$ cat config.mk
export PLATFORM = sky130hd
export DESIGN_NAME = first_fit_block_allocator_top
export DESIGN_NICKNAME = d
export VERILOG_FILES = /design/src/ffba_pkg.sv /design/src/ffba_cell.sv /design/src/first_fit_block_allocator_top.sv
export SDC_FILE = /design/constraint.sdc
export NUM_CORES = 2
export LEC_CHECK = 0
export BUFFER_PORTS_ARGS = -buffer_cell sky130_fd_sc_hd__buf_2
export CAP_MARGIN = 5
export CORE_UTILIZATION = 45
export DETAILED_ROUTE_END_ITERATION = 7
export PLACE_DENSITY_LB_ADDON = 0.15
export SKIP_CTS_REPAIR_TIMING = 1
export SLEW_MARGIN = 5
export SYNTH_ARGS = -nofsm -noshare
export SYNTH_HDL_FRONTEND = slang
export SYNTH_SLANG_ARGS = --single-unit
$ cat constraint.sdc
create_clock -name clock -period 7.9 [get_ports clock]
set_clock_uncertainty 0.2 [all_clocks]
set_input_delay 1.58 -clock clock [delete_from_list [all_inputs] [get_ports clock]]
set_output_delay 1.58 -clock clock [all_outputs]
set_load 0.01 [all_outputs]
$ cat src/ffba_pkg.sv
// Shared types and constants for the first-fit block allocator.
package ffba_pkg;

   // Transaction field widths, fixed by the bus format
   localparam int unsigned CMD_W      = 2;
   localparam int unsigned SIZE_W     = 8;
   localparam int unsigned EID_W      = 16;
   localparam int unsigned STATUS_W   = 2;
   localparam int unsigned BID_W      = 16;
   localparam int unsigned POOL_W     = 8;
   localparam int unsigned REQ_DATA_W = 24;
   localparam int unsigned RSP_DATA_W = 16;

   localparam logic [POOL_W-1:0] POOL_RESET = 8'd128;

   typedef enum logic [CMD_W-1:0] {
      CMD_ALLOC  = 2'd0,
      CMD_ERASE  = 2'd1,
      CMD_DEFRAG = 2'd2,
      CMD_NONE   = 2'd3
   } cmd_type;

   typedef enum logic [STATUS_W-1:0] {
      ST_OK      = 2'd0,
      ST_FAIL    = 2'd1,
      ST_ILLEGAL = 2'd2
   } status_type;

   // What every cell of the row does this cycle
   typedef enum logic [1:0] {
      CELL_HOLD   = 2'd0,
      CELL_ROTATE = 2'd1,
      CELL_SORT   = 2'd2
   } cell_op_type;

   typedef struct packed {
      cell_op_type op;
      logic        phase;   // odd-even transposition phase
   } cell_ctrl_type;

endpackage

$ cat src/ffba_cell.sv
// One pool cell: owner tag register with rotate and compare-exchange moves.
module ffba_cell #(
   parameter int unsigned ID_BITS = 16,
   parameter bit          IS_ODD  = 1'b0
) (
   input  logic                  clock,
   input  logic                  reset,
   input  ffba_pkg::cell_ctrl_type ctrl,
   input  logic [ID_BITS-1:0]    shift_in,
   input  logic [ID_BITS-1:0]    left_in,
   input  logic [ID_BITS-1:0]    right_in,
   output logic [ID_BITS-1:0]    owner_out
);
   import ffba_pkg::*;

   logic [ID_BITS-1:0] owner_ff;
   logic [ID_BITS-1:0] owner_in;
   logic               lower;

   // lower member of the pair pairs with the right neighbour
   assign lower = (IS_ODD == ctrl.phase);

   always_comb begin
      owner_in = owner_ff;
      case (ctrl.op)
         CELL_ROTATE: owner_in = shift_in;
         CELL_SORT: begin
            if (lower) begin
               if (owner_ff == '0 && right_in != '0) owner_in = right_in;
            end else begin
               if (left_in == '0 && owner_ff != '0) owner_in = left_in;
            end
         end
         default: owner_in = owner_ff;
      endcase
   end

   always_ff @(posedge clock) begin
      if (reset) begin
         owner_ff <= '0;
      end else begin
         owner_ff <= owner_in;
      end
   end

   assign owner_out = owner_ff;

endmodule

$ cat src/first_fit_block_allocator_top.sv
// Top level: command sequencer, response register and the row of pool cells.
// A successful allocate runs a scan pass and a fill pass before it responds; a failed
// allocate and an illegal erase respond after one pass; legal erase, defragment and
// the unused code 3 give no response. Commands are taken only in idle, one at a time;
// one row rotation per pass; a held response stalls the finish state.
// Reset: synchronous; clears all owner tags, the id counter and sets pool_size to 128.
module first_fit_block_allocator_top #(
   parameter int unsigned MEM_CELLS = 128,
   parameter int unsigned ID_BITS   = 16
) (
   input  logic                              clock,
   input  logic                              reset,
   // request: tuser [1:0] command; tdata [7:0] request_size, [23:8] erase_id
   input  logic                              req_tvalid,
   output logic                              req_tready,
   input  logic [ffba_pkg::REQ_DATA_W-1:0]   req_tdata,
   input  logic [ffba_pkg::CMD_W-1:0]        req_tuser,
   // response: tuser [1:0] status; tdata [15:0] block_id
   output logic                              rsp_tvalid,
   input  logic                              rsp_tready,
   output logic [ffba_pkg::RSP_DATA_W-1:0]   rsp_tdata,
   output logic [ffba_pkg::STATUS_W-1:0]     rsp_tuser,
   // pool_size register write
   input  logic                              csr_valid,
   output logic                              csr_ready,
   input  logic [ffba_pkg::POOL_W-1:0]       csr_wdata
);
   import ffba_pkg::*;

   localparam int unsigned IDX_W = (MEM_CELLS > 1) ? $clog2(MEM_CELLS) : 1;
   localparam int unsigned RUN_W = $clog2(MEM_CELLS + 1);
   localparam int unsigned SW    = (RUN_W > SIZE_W) ? RUN_W : SIZE_W;
   localparam int unsigned PW    = (IDX_W > POOL_W) ? IDX_W : POOL_W;
   localparam int unsigned CW    = (ID_BITS > BID_W) ? ID_BITS : BID_W;

   typedef enum logic [5:0] {
      S_IDLE   = 6'b000001,
      S_SCAN   = 6'b000010,
      S_FILL   = 6'b000100,
      S_ERASE  = 6'b001000,
      S_DEFRAG = 6'b010000,
      S_FINISH = 6'b100000
   } state_type;

   state_type            state_ff,  state_in;
   cmd_type              cmd_ff,    cmd_in;
   logic [SIZE_W-1:0]    size_ff,   size_in;
   logic [EID_W-1:0]     eid_ff,    eid_in;
   logic [IDX_W-1:0]     idx_ff,    idx_in;
   logic [RUN_W-1:0]     run_ff,    run_in;
   logic [IDX_W-1:0]     start_ff,  start_in;
   logic [IDX_W-1:0]     end_ff,    end_in;
   logic                 found_ff,  found_in;
   logic                 hit_ff,    hit_in;
   logic [ID_BITS-1:0]   last_id_ff, last_id_in;
   logic [POOL_W-1:0]    pool_ff;
   logic                 rsp_valid_ff, rsp_valid_in;
   status_type           rsp_status_ff, rsp_status_in;
   logic [BID_W-1:0]     rsp_id_ff, rsp_id_in;

   // cell row; cell 0 is the head seen by the sequencer
   logic [ID_BITS-1:0]   owner [MEM_CELLS];
   logic [ID_BITS-1:0]   head;
   logic [ID_BITS-1:0]   ring_val;
   cell_ctrl_type        cell_ctrl;

   logic                 idx_last;
   logic                 in_pool;
   logic                 alloc_ok;
   logic [SW-1:0]        run_inc;
   logic                 run_done;
   logic                 in_block;
   logic                 erase_match;
   logic [CW-1:0]        last_ext;
   logic                 emit;

   assign head      = owner[0];
   assign idx_last  = (idx_ff == IDX_W'(MEM_CELLS - 1));
   // pool limit: cells below min(pool_size, MEM_CELLS)
   assign in_pool   = (PW'(idx_ff) < PW'(pool_ff));
   // zero request or exhausted id counter never allocates
   assign alloc_ok  = (size_ff != '0) && (last_id_ff != '1);
   assign run_inc   = SW'(run_ff) + SW'(1);
   assign run_done  = (run_inc >= SW'(size_ff));
   assign in_block  = (idx_ff >= start_ff) && (idx_ff <= end_ff);
   assign erase_match = (eid_ff != '0) && (CW'(eid_ff) == CW'(head));
   assign last_ext  = CW'(last_id_ff);
   assign emit      = (cmd_ff == CMD_ALLOC) || ((cmd_ff == CMD_ERASE) && !hit_ff);

   always_comb begin
      state_in      = state_ff;
      cmd_in        = cmd_ff;
      size_in       = size_ff;
      eid_in        = eid_ff;
      idx_in        = idx_last ? '0 : idx_ff + IDX_W'(1);
      run_in        = run_ff;
      start_in      = start_ff;
      end_in        = end_ff;
      found_in      = found_ff;
      hit_in        = hit_ff;
      last_id_in    = last_id_ff;
      rsp_valid_in  = rsp_valid_ff && !rsp_tready;
      rsp_status_in = rsp_status_ff;
      rsp_id_in     = rsp_id_ff;
      ring_val      = head;
      cell_ctrl.op    = CELL_HOLD;
      cell_ctrl.phase = idx_ff[0];

      unique case (state_ff)
         S_IDLE: begin
            idx_in = '0;
            if (req_tvalid) begin
               cmd_in   = cmd_type'(req_tuser);
               size_in  = req_tdata[0 +: SIZE_W];
               eid_in   = req_tdata[SIZE_W +: EID_W];
               run_in   = '0;
               found_in = 1'b0;
               hit_in   = 1'b0;
               unique case (cmd_type'(req_tuser))
                  CMD_ALLOC:  state_in = S_SCAN;
                  CMD_ERASE:  state_in = S_ERASE;
                  CMD_DEFRAG: state_in = S_DEFRAG;
                  default:    state_in = S_FINISH;
               endcase
            end
         end
         S_SCAN: begin
            // first pass: look for the lowest free run, row rotates unchanged
            cell_ctrl.op = CELL_ROTATE;
            if (alloc_ok && !found_ff && in_pool) begin
               if (head == '0) begin
                  if (run_ff == '0) start_in = idx_ff;
                  if (run_done) begin
                     found_in = 1'b1;
                     end_in   = idx_ff;
                  end else begin
                     run_in = run_inc[RUN_W-1:0];
                  end
               end else begin
                  run_in = '0;
               end
            end
            if (idx_last) begin
               if (found_in) begin
                  last_id_in = last_id_ff + ID_BITS'(1);
                  state_in   = S_FILL;
               end else begin
                  state_in = S_FINISH;
               end
            end
         end
         S_FILL: begin
            // second pass: tag the chosen run with the new id
            cell_ctrl.op = CELL_ROTATE;
            if (in_block) ring_val = last_id_ff;
            if (idx_last) state_in = S_FINISH;
         end
         S_ERASE: begin
            cell_ctrl.op = CELL_ROTATE;
            if (erase_match) begin
               ring_val = '0;
               hit_in   = 1'b1;
            end
            if (idx_last) state_in = S_FINISH;
         end
         S_DEFRAG: begin
            // MEM_CELLS rounds of odd-even transposition push free cells to the end
            cell_ctrl.op = CELL_SORT;
            if (idx_last) state_in = S_FINISH;
         end
         S_FINISH: begin
            if (!emit) begin
               state_in = S_IDLE;
            end else if (!rsp_valid_ff || rsp_tready) begin
               rsp_valid_in = 1'b1;
               if (cmd_ff == CMD_ALLOC && found_ff) begin
                  rsp_status_in = ST_OK;
                  rsp_id_in     = last_ext[BID_W-1:0];
               end else if (cmd_ff == CMD_ALLOC) begin
                  rsp_status_in = ST_FAIL;
                  rsp_id_in     = '0;
               end else begin
                  rsp_status_in = ST_ILLEGAL;
                  rsp_id_in     = '0;
               end
               state_in = S_IDLE;
            end
         end
         default: state_in = S_IDLE;
      endcase
   end

   always_ff @(posedge clock) begin
      if (reset) begin
         state_ff     <= S_IDLE;
         idx_ff       <= '0;
         found_ff     <= 1'b0;
         hit_ff       <= 1'b0;
         last_id_ff   <= '0;
         pool_ff      <= POOL_RESET;
         rsp_valid_ff <= 1'b0;
         cmd_ff       <= CMD_NONE;
      end else begin
         state_ff     <= state_in;
         idx_ff       <= idx_in;
         found_ff     <= found_in;
         hit_ff       <= hit_in;
         last_id_ff   <= last_id_in;
         rsp_valid_ff <= rsp_valid_in;
         cmd_ff       <= cmd_in;
         if (csr_valid) pool_ff <= csr_wdata;
      end
   end

   // payload registers, no reset
   always_ff @(posedge clock) begin
      size_ff       <= size_in;
      eid_ff        <= eid_in;
      run_ff        <= run_in;
      start_ff      <= start_in;
      end_ff        <= end_in;
      rsp_status_ff <= rsp_status_in;
      rsp_id_ff     <= rsp_id_in;
   end

   // row of cells: rotate towards the head, last cell takes the head value back or its replacement
   for (genvar k = 0; k < MEM_CELLS; k++) begin : g_cell
      localparam int unsigned PRV = (k == 0) ? k : k - 1;
      localparam int unsigned NXT = (k == MEM_CELLS - 1) ? k : k + 1;
      ffba_cell #(
         .ID_BITS (ID_BITS),
         .IS_ODD  (k % 2 == 1)
      ) u_cell (
         .clock     (clock),
         .reset     (reset),
         .ctrl      (cell_ctrl),
         .shift_in  ((k == MEM_CELLS - 1) ? ring_val : owner[NXT]),
         .left_in   (owner[PRV]),
         .right_in  (owner[NXT]),
         .owner_out (owner[k])
      );
   end

   assign req_tready = (state_ff == S_IDLE);
   assign rsp_tvalid = rsp_valid_ff;
   assign rsp_tdata  = RSP_DATA_W'(rsp_id_ff);
   assign rsp_tuser  = rsp_status_ff;
   assign csr_ready  = 1'b1;

   // accepted transaction always leaves idle in the next cycle
   a_accept_busy: assert property (@(posedge clock) disable iff (reset)
      req_tvalid && req_tready |=> state_ff != S_IDLE)
      else $error("idle right after an accepted transaction");

   // a found run is never empty or reversed
   a_run_order: assert property (@(posedge clock) disable iff (reset)
      (state_ff == S_FILL) |-> (start_ff <= end_ff) && found_ff)
      else $error("fill pass without a valid run");

   // the tag written during fill is never the free marker
   a_fill_id: assert property (@(posedge clock) disable iff (reset)
      (state_ff == S_FILL) |-> (last_id_ff != '0))
      else $error("fill pass with a zero id");

endmodule
# Word level (Yosys, flattened, before mapping)
# Cells that the tools add are included.
[word_totals] wordCells=1383 in_bits=39 latchBits=0 mem_bits_ro=0 register_bits=2154 mem_count=0 ram_bits=0
[op_classes] eq_ne=151 shift=0 magnitude_cmp=4 muxes=539 multipliers=0 reduce_logical=543 bitwise_logic=0 addsub=3 n_div=0
[ops] operator="16-bit 2-to-1 mux" count=384
[ops] operator="16-bit case mux with 2 select lines" count=129
[ops] operator="16-bit nonzero test" count=128
[ops] operator="16-bit logical NOT" count=127
[ops] operator="3-bit AND reduction" count=131
[ops] operator="3-bit by 2-bit inequality test with 1-bit output, second input constant" count=127
[ops] operator="1-bit logical AND" count=135
[ops] operator="6-bit 2-to-1 mux" count=6
[ops] operator="8-bit 2-to-1 mux" count=4
[ops] operator="6-bit case mux with 4 select lines" count=1
[ops] operator="6-bit case mux with 3 select lines" count=1
[ops] operator="16-bit by 1-bit adder with 16-bit output, second input constant" count=1
[ops] operator="16-bit equality test" count=1
[ops] operator="16-bit inequality test, second input constant" count=1
[ops] operator="8-bit case mux with 2 select lines" count=1
[ops] operator="4-bit AND reduction" count=4
[ops] operator="2-bit inequality test, second input constant" count=5
[ops] operator="1-bit 2-to-1 mux" count=9
[ops] operator="3-bit OR reduction" count=3
[ops] operator="8-bit by 1-bit adder with 8-bit output, second input constant" count=1
[ops] operator="8-bit >= comparator" count=1
[ops] operator="8-bit logical NOT" count=1
[ops] operator="7-bit by 8-bit < comparator with 1-bit output" count=1
[ops] operator="8-bit nonzero test" count=1
[ops] operator="other kinds (22)" count=37

# Longest topological paths before layout
[logic_depth] word_depth=9 mapped_depth=14

# Cells and area by module
# A second synthesis with hierarchy kept.
[unflattened] cells_unflattened=16848 area_unflattened_um2=158723.5
[by_module_without_submodules] module="ffba_cell at g_cell[101].u_cell ..." cells_per_inst=128 instances=64 area_each_um2=1194.9 seq_area_each_um2=320.3
[by_module_without_submodules] module="ffba_cell at g_cell[100].u_cell ..." cells_per_inst=127 instances=63 area_each_um2=1202.4 seq_area_each_um2=320.3
[by_module_without_submodules] module="first_fit_block_allocator_top" cells_per_inst=520 instances=1 area_each_um2=5363.9 seq_area_each_um2=2762.6
[by_module_without_submodules] module="ffba_cell at g_cell[0].u_cell" cells_per_inst=135 instances=1 area_each_um2=1134.8 seq_area_each_um2=320.3

# Worst setup path after synthesis
# Ideal clock, no wire load.
[synth_path] path_type="reg2out" startpoint="register state_ff[1]" endpoint="output port req_tready" arrival_ns=1.420 t_required_ns=6.120 n_path_buf=0 setup_slack_ns=4.700 path_stages_with_launch=4 path_cell_list="dfxtp_1 > or4_4 > or3b_4 > clkinv_2"
[synth_between] elab_chain_len=1
[synth_rtl] item="start, declared" line_no="first_fit_block_allocator_top.sv:45" text="state_type state_ff, state_in;"
[synth_rtl] item="start signal, assigned" line_no="first_fit_block_allocator_top.sv:204" text="state_ff <= state_in;"
[synth_rtl] item="6-bit by 1-bit equality test with 1-bit output" line_no="first_fit_block_allocator_top.sv:244" text="assign req_tready = (state_ff == S_IDLE);"
[synth_rtl] item="end, declared" line_no="first_fit_block_allocator_top.sv:15" text="output logic req_tready,"
# No other way between the ends.

# Worst setup path in the final report
[layout_path] startpoint="register state_ff[1]" endpoint="register g_cell[73].u_cell.owner_ff[8]"
[layout_between] elab_chain_len=6 elab_cells_between_ends=13 cone_classes="eq/ne (8); mux (2); reduce/logical (3)"
[layout_rtl] item="6-bit by 4-bit equality test with 1-bit output (tied with other cells)" line_no="first_fit_block_allocator_top.sv:109" text="unique case (state_ff)"
[layout_rtl] item="3-bit OR reduction (no line)"
[layout_rtl] item="2-bit case mux with 2 select lines (*)" line_no="first_fit_block_allocator_top.sv:109"
[layout_rtl] item="2-bit equality test / 2-bit by 1-bit equality test with 1-bit output (equally long branches)" line_no="ffba_cell.sv:25" text="case (ctrl.op)"
[layout_rtl] item="3-bit by 2-bit inequality test with 1-bit output (no line) / 2-bit nonzero test (equally long branches)"
[layout_rtl] item="3-bit AND reduction (no line)"
[layout_rtl] item="end signal, assigned" line_no="ffba_cell.sv:42" text="owner_ff <= owner_in;"
[layout_rtl] item="end, declared" line_no="ffba_cell.sv:16" text="logic [ID_BITS-1:0] owner_ff;"
# Mark *: on every way between the ends. The rest lies on a longest branch, timed or not.
# A chain may end at the register's enable or synchronous reset.

==> impl_results.md <==
- Status: finished, final reports clean
- Layout cell share with drive strength beyond 1: 5.299%
- Core Area: around 210000 um^2
- CP Class: flop to flop
- Chip width: 466.5 um
- CTS tree: built
- Sink Count: 2154
- Tcrit/Tclk final: 63.08%
- Syn_nets: 12.80k
- Total Routing Usage GR: about 24%
- DRC: 0
- Rel. slew slack: about 14%
- Die footprint: 217600 um^2
- CP max-delay cell: nor2_1
- Final count of hold timing violations: 0
- Cell variety after synth: between 60 and 70
- Finished Core Util: 49.62%
- Skew-Pair Late Insertion Delay: ~0.87 ns
- Count leader, synth: nand2_1
- CP max FO: 81
- Hold crit path type: flop to flop
- Total gr overflow: 0
- Initial Utilization: between 40% and 50%
- Initial antenna violation count: 3
- Async SR Flop Fraction: 0%
- Detailed Routing Iterations Pass 1: 5
- Number of global-route vias before repair: 88.44k
- CTS Buffer Depth: 3
- CP Cell Sequence: nor4_4 -> o21ai_0 -> nor2b_1 -> ha_4 -> nand2_4 -> buf_12 -> a21oi_1 -> nor2_1 -> buf_4 -> nor2_1 -> a311oi_1
- Final WL: 271600 um
- Pleak: 29.18 nW
- Largest net degree at the start of global routing: roughly 230
- Filler Cell Count: between 20k and 25k
- # port buffers: 58
- Critical Path Source Type: flop
- Count of final setup violators: 0
- Mapped Area: 97070 um^2
- Slew Viols, Final: 0
- Rows: 170
- Cell family with most CP delay: simple AND/OR/NAND/NOR gates
- Synthesis warning total: 0
- R2R cell count: 11
- VDD IR max: 0.2190 mV
- Predominant post-synthesis flop cell: dfxtp_1
- Worst Path Arrival: approximately 5.6 ns
- Register bit total from synthesis: 2154
- Maximum clock rate: 200.7 MHz
- Crit path from: state_ff[1]$_SDFFE_PP0P_
- Delay of the slowest critical-path stage: 0.79 ns
- Placed Cells: ~15k
- Cell count after synthesis: 12.72k
- Critical Path End: g_cell[73].u_cell.owner_out[8]$_SDFFE_PP0P_
- Via Count: 90.28k
- Maxcap violations: 0
- Average wire per standard cell: 17.94 um
- Sequential fraction of the synthesis area: 45.08%
- TritonCTS Buffers: about 230
- Multi-input logic area: 48940 um^2
- Initial drt markers: 6528
- Area leader, netlist: dfxtp_1
- Synth top cells by count: nand2_1 (4055), nor2_1 (2212), dfxtp_1 (2090), a311oi_1 (2017), clkbuf_1 (980)
- Chip height: 466.5 um
- ANT nets after route: 0
- FF/Latch Area: 43760 um^2
- Power per Cell Area: about 320 nW/um^2
- R2r setup slk: 2.92 ns
- Clock slew at reported path FFs: 0.06 ns
- Worst setup EP type: flop
- Top cells by area, synth: dfxtp_1 (43%), a311oi_1 (18%), nand2_1 (16%), nor2_1 (8.6%), clkbuf_1 (3.8%)
- Fin cells: 15.15k
- Global-route wire length before repair: 451200 um
- Synth Area per Inst: 7.629 um^2
- Nets: 12.18k
- Vias per cell: 5.961
- Req. time, crit path: 8.46 ns
- Root Driver: clkbuf_16
- EDFF count, synth: 64
- DP HPWL: 177700 um
- Total negative slack: 0 ns
- Gpl congestion: between 0.8 and 0.9
- Unrepaired setup endpoints after global routing: false
- Ports: 60
- Critical Path Stages: 11
- Synth-to-Final Area Change: 9.604%
- Max H-tree Level: 4
- R2r startpoint: state_ff[1]$_SDFFE_PP0P_
- Crit path buf inv count: 2
- Synth top area share: 43.10%
- Most used cell, CP: nor2_1
- Worst Max-Slew Pin Slew: 1.288 ns
- Crit Reg-Reg Endpoint: g_cell[73].u_cell.owner_out[8]$_SDFFE_PP0P_
- Min Tclk post-route: about 5 ns
==> power by group <==
part           switching, mW  internal, mW
logic                   4.42          3.10
clock network           4.59          6.66
registers               2.12          12.8
total                   11.1          22.5
==> worst register-to-register path: cells and delay by family (launching register included) <==
kind            cells  cell delay [ns]
simple gates        5             2.48
fa+ha+maj           1             0.26
buf+inv             2             0.76
flops               1             0.36
compound gates      3             0.82
==> cell usage in the layout (no fill, tap or decap), types with 59 or more instances in the layout <==
cell       synthesis  routed
edfxtp_1          64      64
clkbuf_8           0      59
nor2_1          2212    2211
clkbuf_16          0     239
nand4_1           75      75
nand2b_1          66      66
o21ai_0           75      75
buf_4              4     167
nand2_1         4055    4053
dfxtp_1         2090    2090
and4_1            67      67
nor4_1           523     523
a311oi_1        2017    2017
a21oi_1           90      89
==> sequential cells by signal (all words and copies together) (netlist names), 6 cells and up <==
| register | flops |
|---|---|
| eid_ff | 16 |
| end_ff | 7 |
| g_cell.u_cell.owner_out | 2048 |
| idx_ff | 7 |
| last_ext | 16 |
| pool_ff | 8 |
| rsp_tdata | 16 |
| run_ff | 8 |
| size_ff | 8 |
| start_ff | 7 |
| state_ff | 6 |
==> area by class of cell <==
cell class              count  area share (%)
multi-input cells        9431           46.00
flip-flops and latches   2154           41.13
clock buffers             350           6.568
well taps                2838           3.338
repair buffers            250           1.936
clock inverters            79          0.8785
inverters                  40          0.1423
diodes                      3        0.007056
==> worst min path at each step <==
stage	cells after the start	startpoint	end	slack, ns
3_5_place_dp	2	pool_ff[6]$_SDFFE_PP0P_	pool_ff[6]$_SDFFE_PP0P_	0.29
2_1_floorplan	0	idx_ff[0]$_SDFF_PP0_	end_ff[0]$_DFFE_PP_	0.25
3_3_place_gp	2	pool_ff[3]$_SDFFE_PP0P_	pool_ff[3]$_SDFFE_PP0P_	0.28
5_1_grt	2	pool_ff[5]$_SDFFE_PP0P_	pool_ff[5]$_SDFFE_PP0P_	0.31
6_report	2	pool_ff[4]$_SDFFE_PP0P_	pool_ff[4]$_SDFFE_PP0P_	0.29
4_1_cts	2	pool_ff[4]$_SDFFE_PP0P_	pool_ff[4]$_SDFFE_PP0P_	0.30
==> logic make-up after synthesis <==
family / count (synthesis) / synth area share (%)
AOI/OAI and AO/OA: 2245 / 19.64
xor gates and xnor gates: 28 / 0.2526
adders and majority gates: 33 / 0.4254
buffers and inverters: 1139 / 4.556
DFF: 2154 / 45.08
muxes: 26 / 0.2707
other: 1 / 0.003863
and+or+nand+nor: 7098 / 29.77
==> layer usage <==
metal	global-route usage [%]	vias to the layer above	share of wire [%]
li1	-	44374	-
met1	31.98	43732	46
met2	41.41	1781	48
met3	2.868	395	3.9
met4	6.326	0	2.0
met5	0	-	0
==> through the flow <==
step / power (mW) / setup slack [ns] / hold slack [ns] / area (um^2)
global placement: 22.32 / 3.171 / 0.2781 / 98460
CTS: 33.85 / 2.983 / 0.2980 / 106400
detailed placement: 22.59 / 3.025 / 0.2869 / 98460
global route: 35.59 / 2.448 / 0.3124 / 106400
floorplan: 20.20 / 4.700 / 0.2462 / 97070
finish: 33.65 / 2.917 / 0.2891 / 106400
Note: power is estimated with default switching activity, not from simulation.
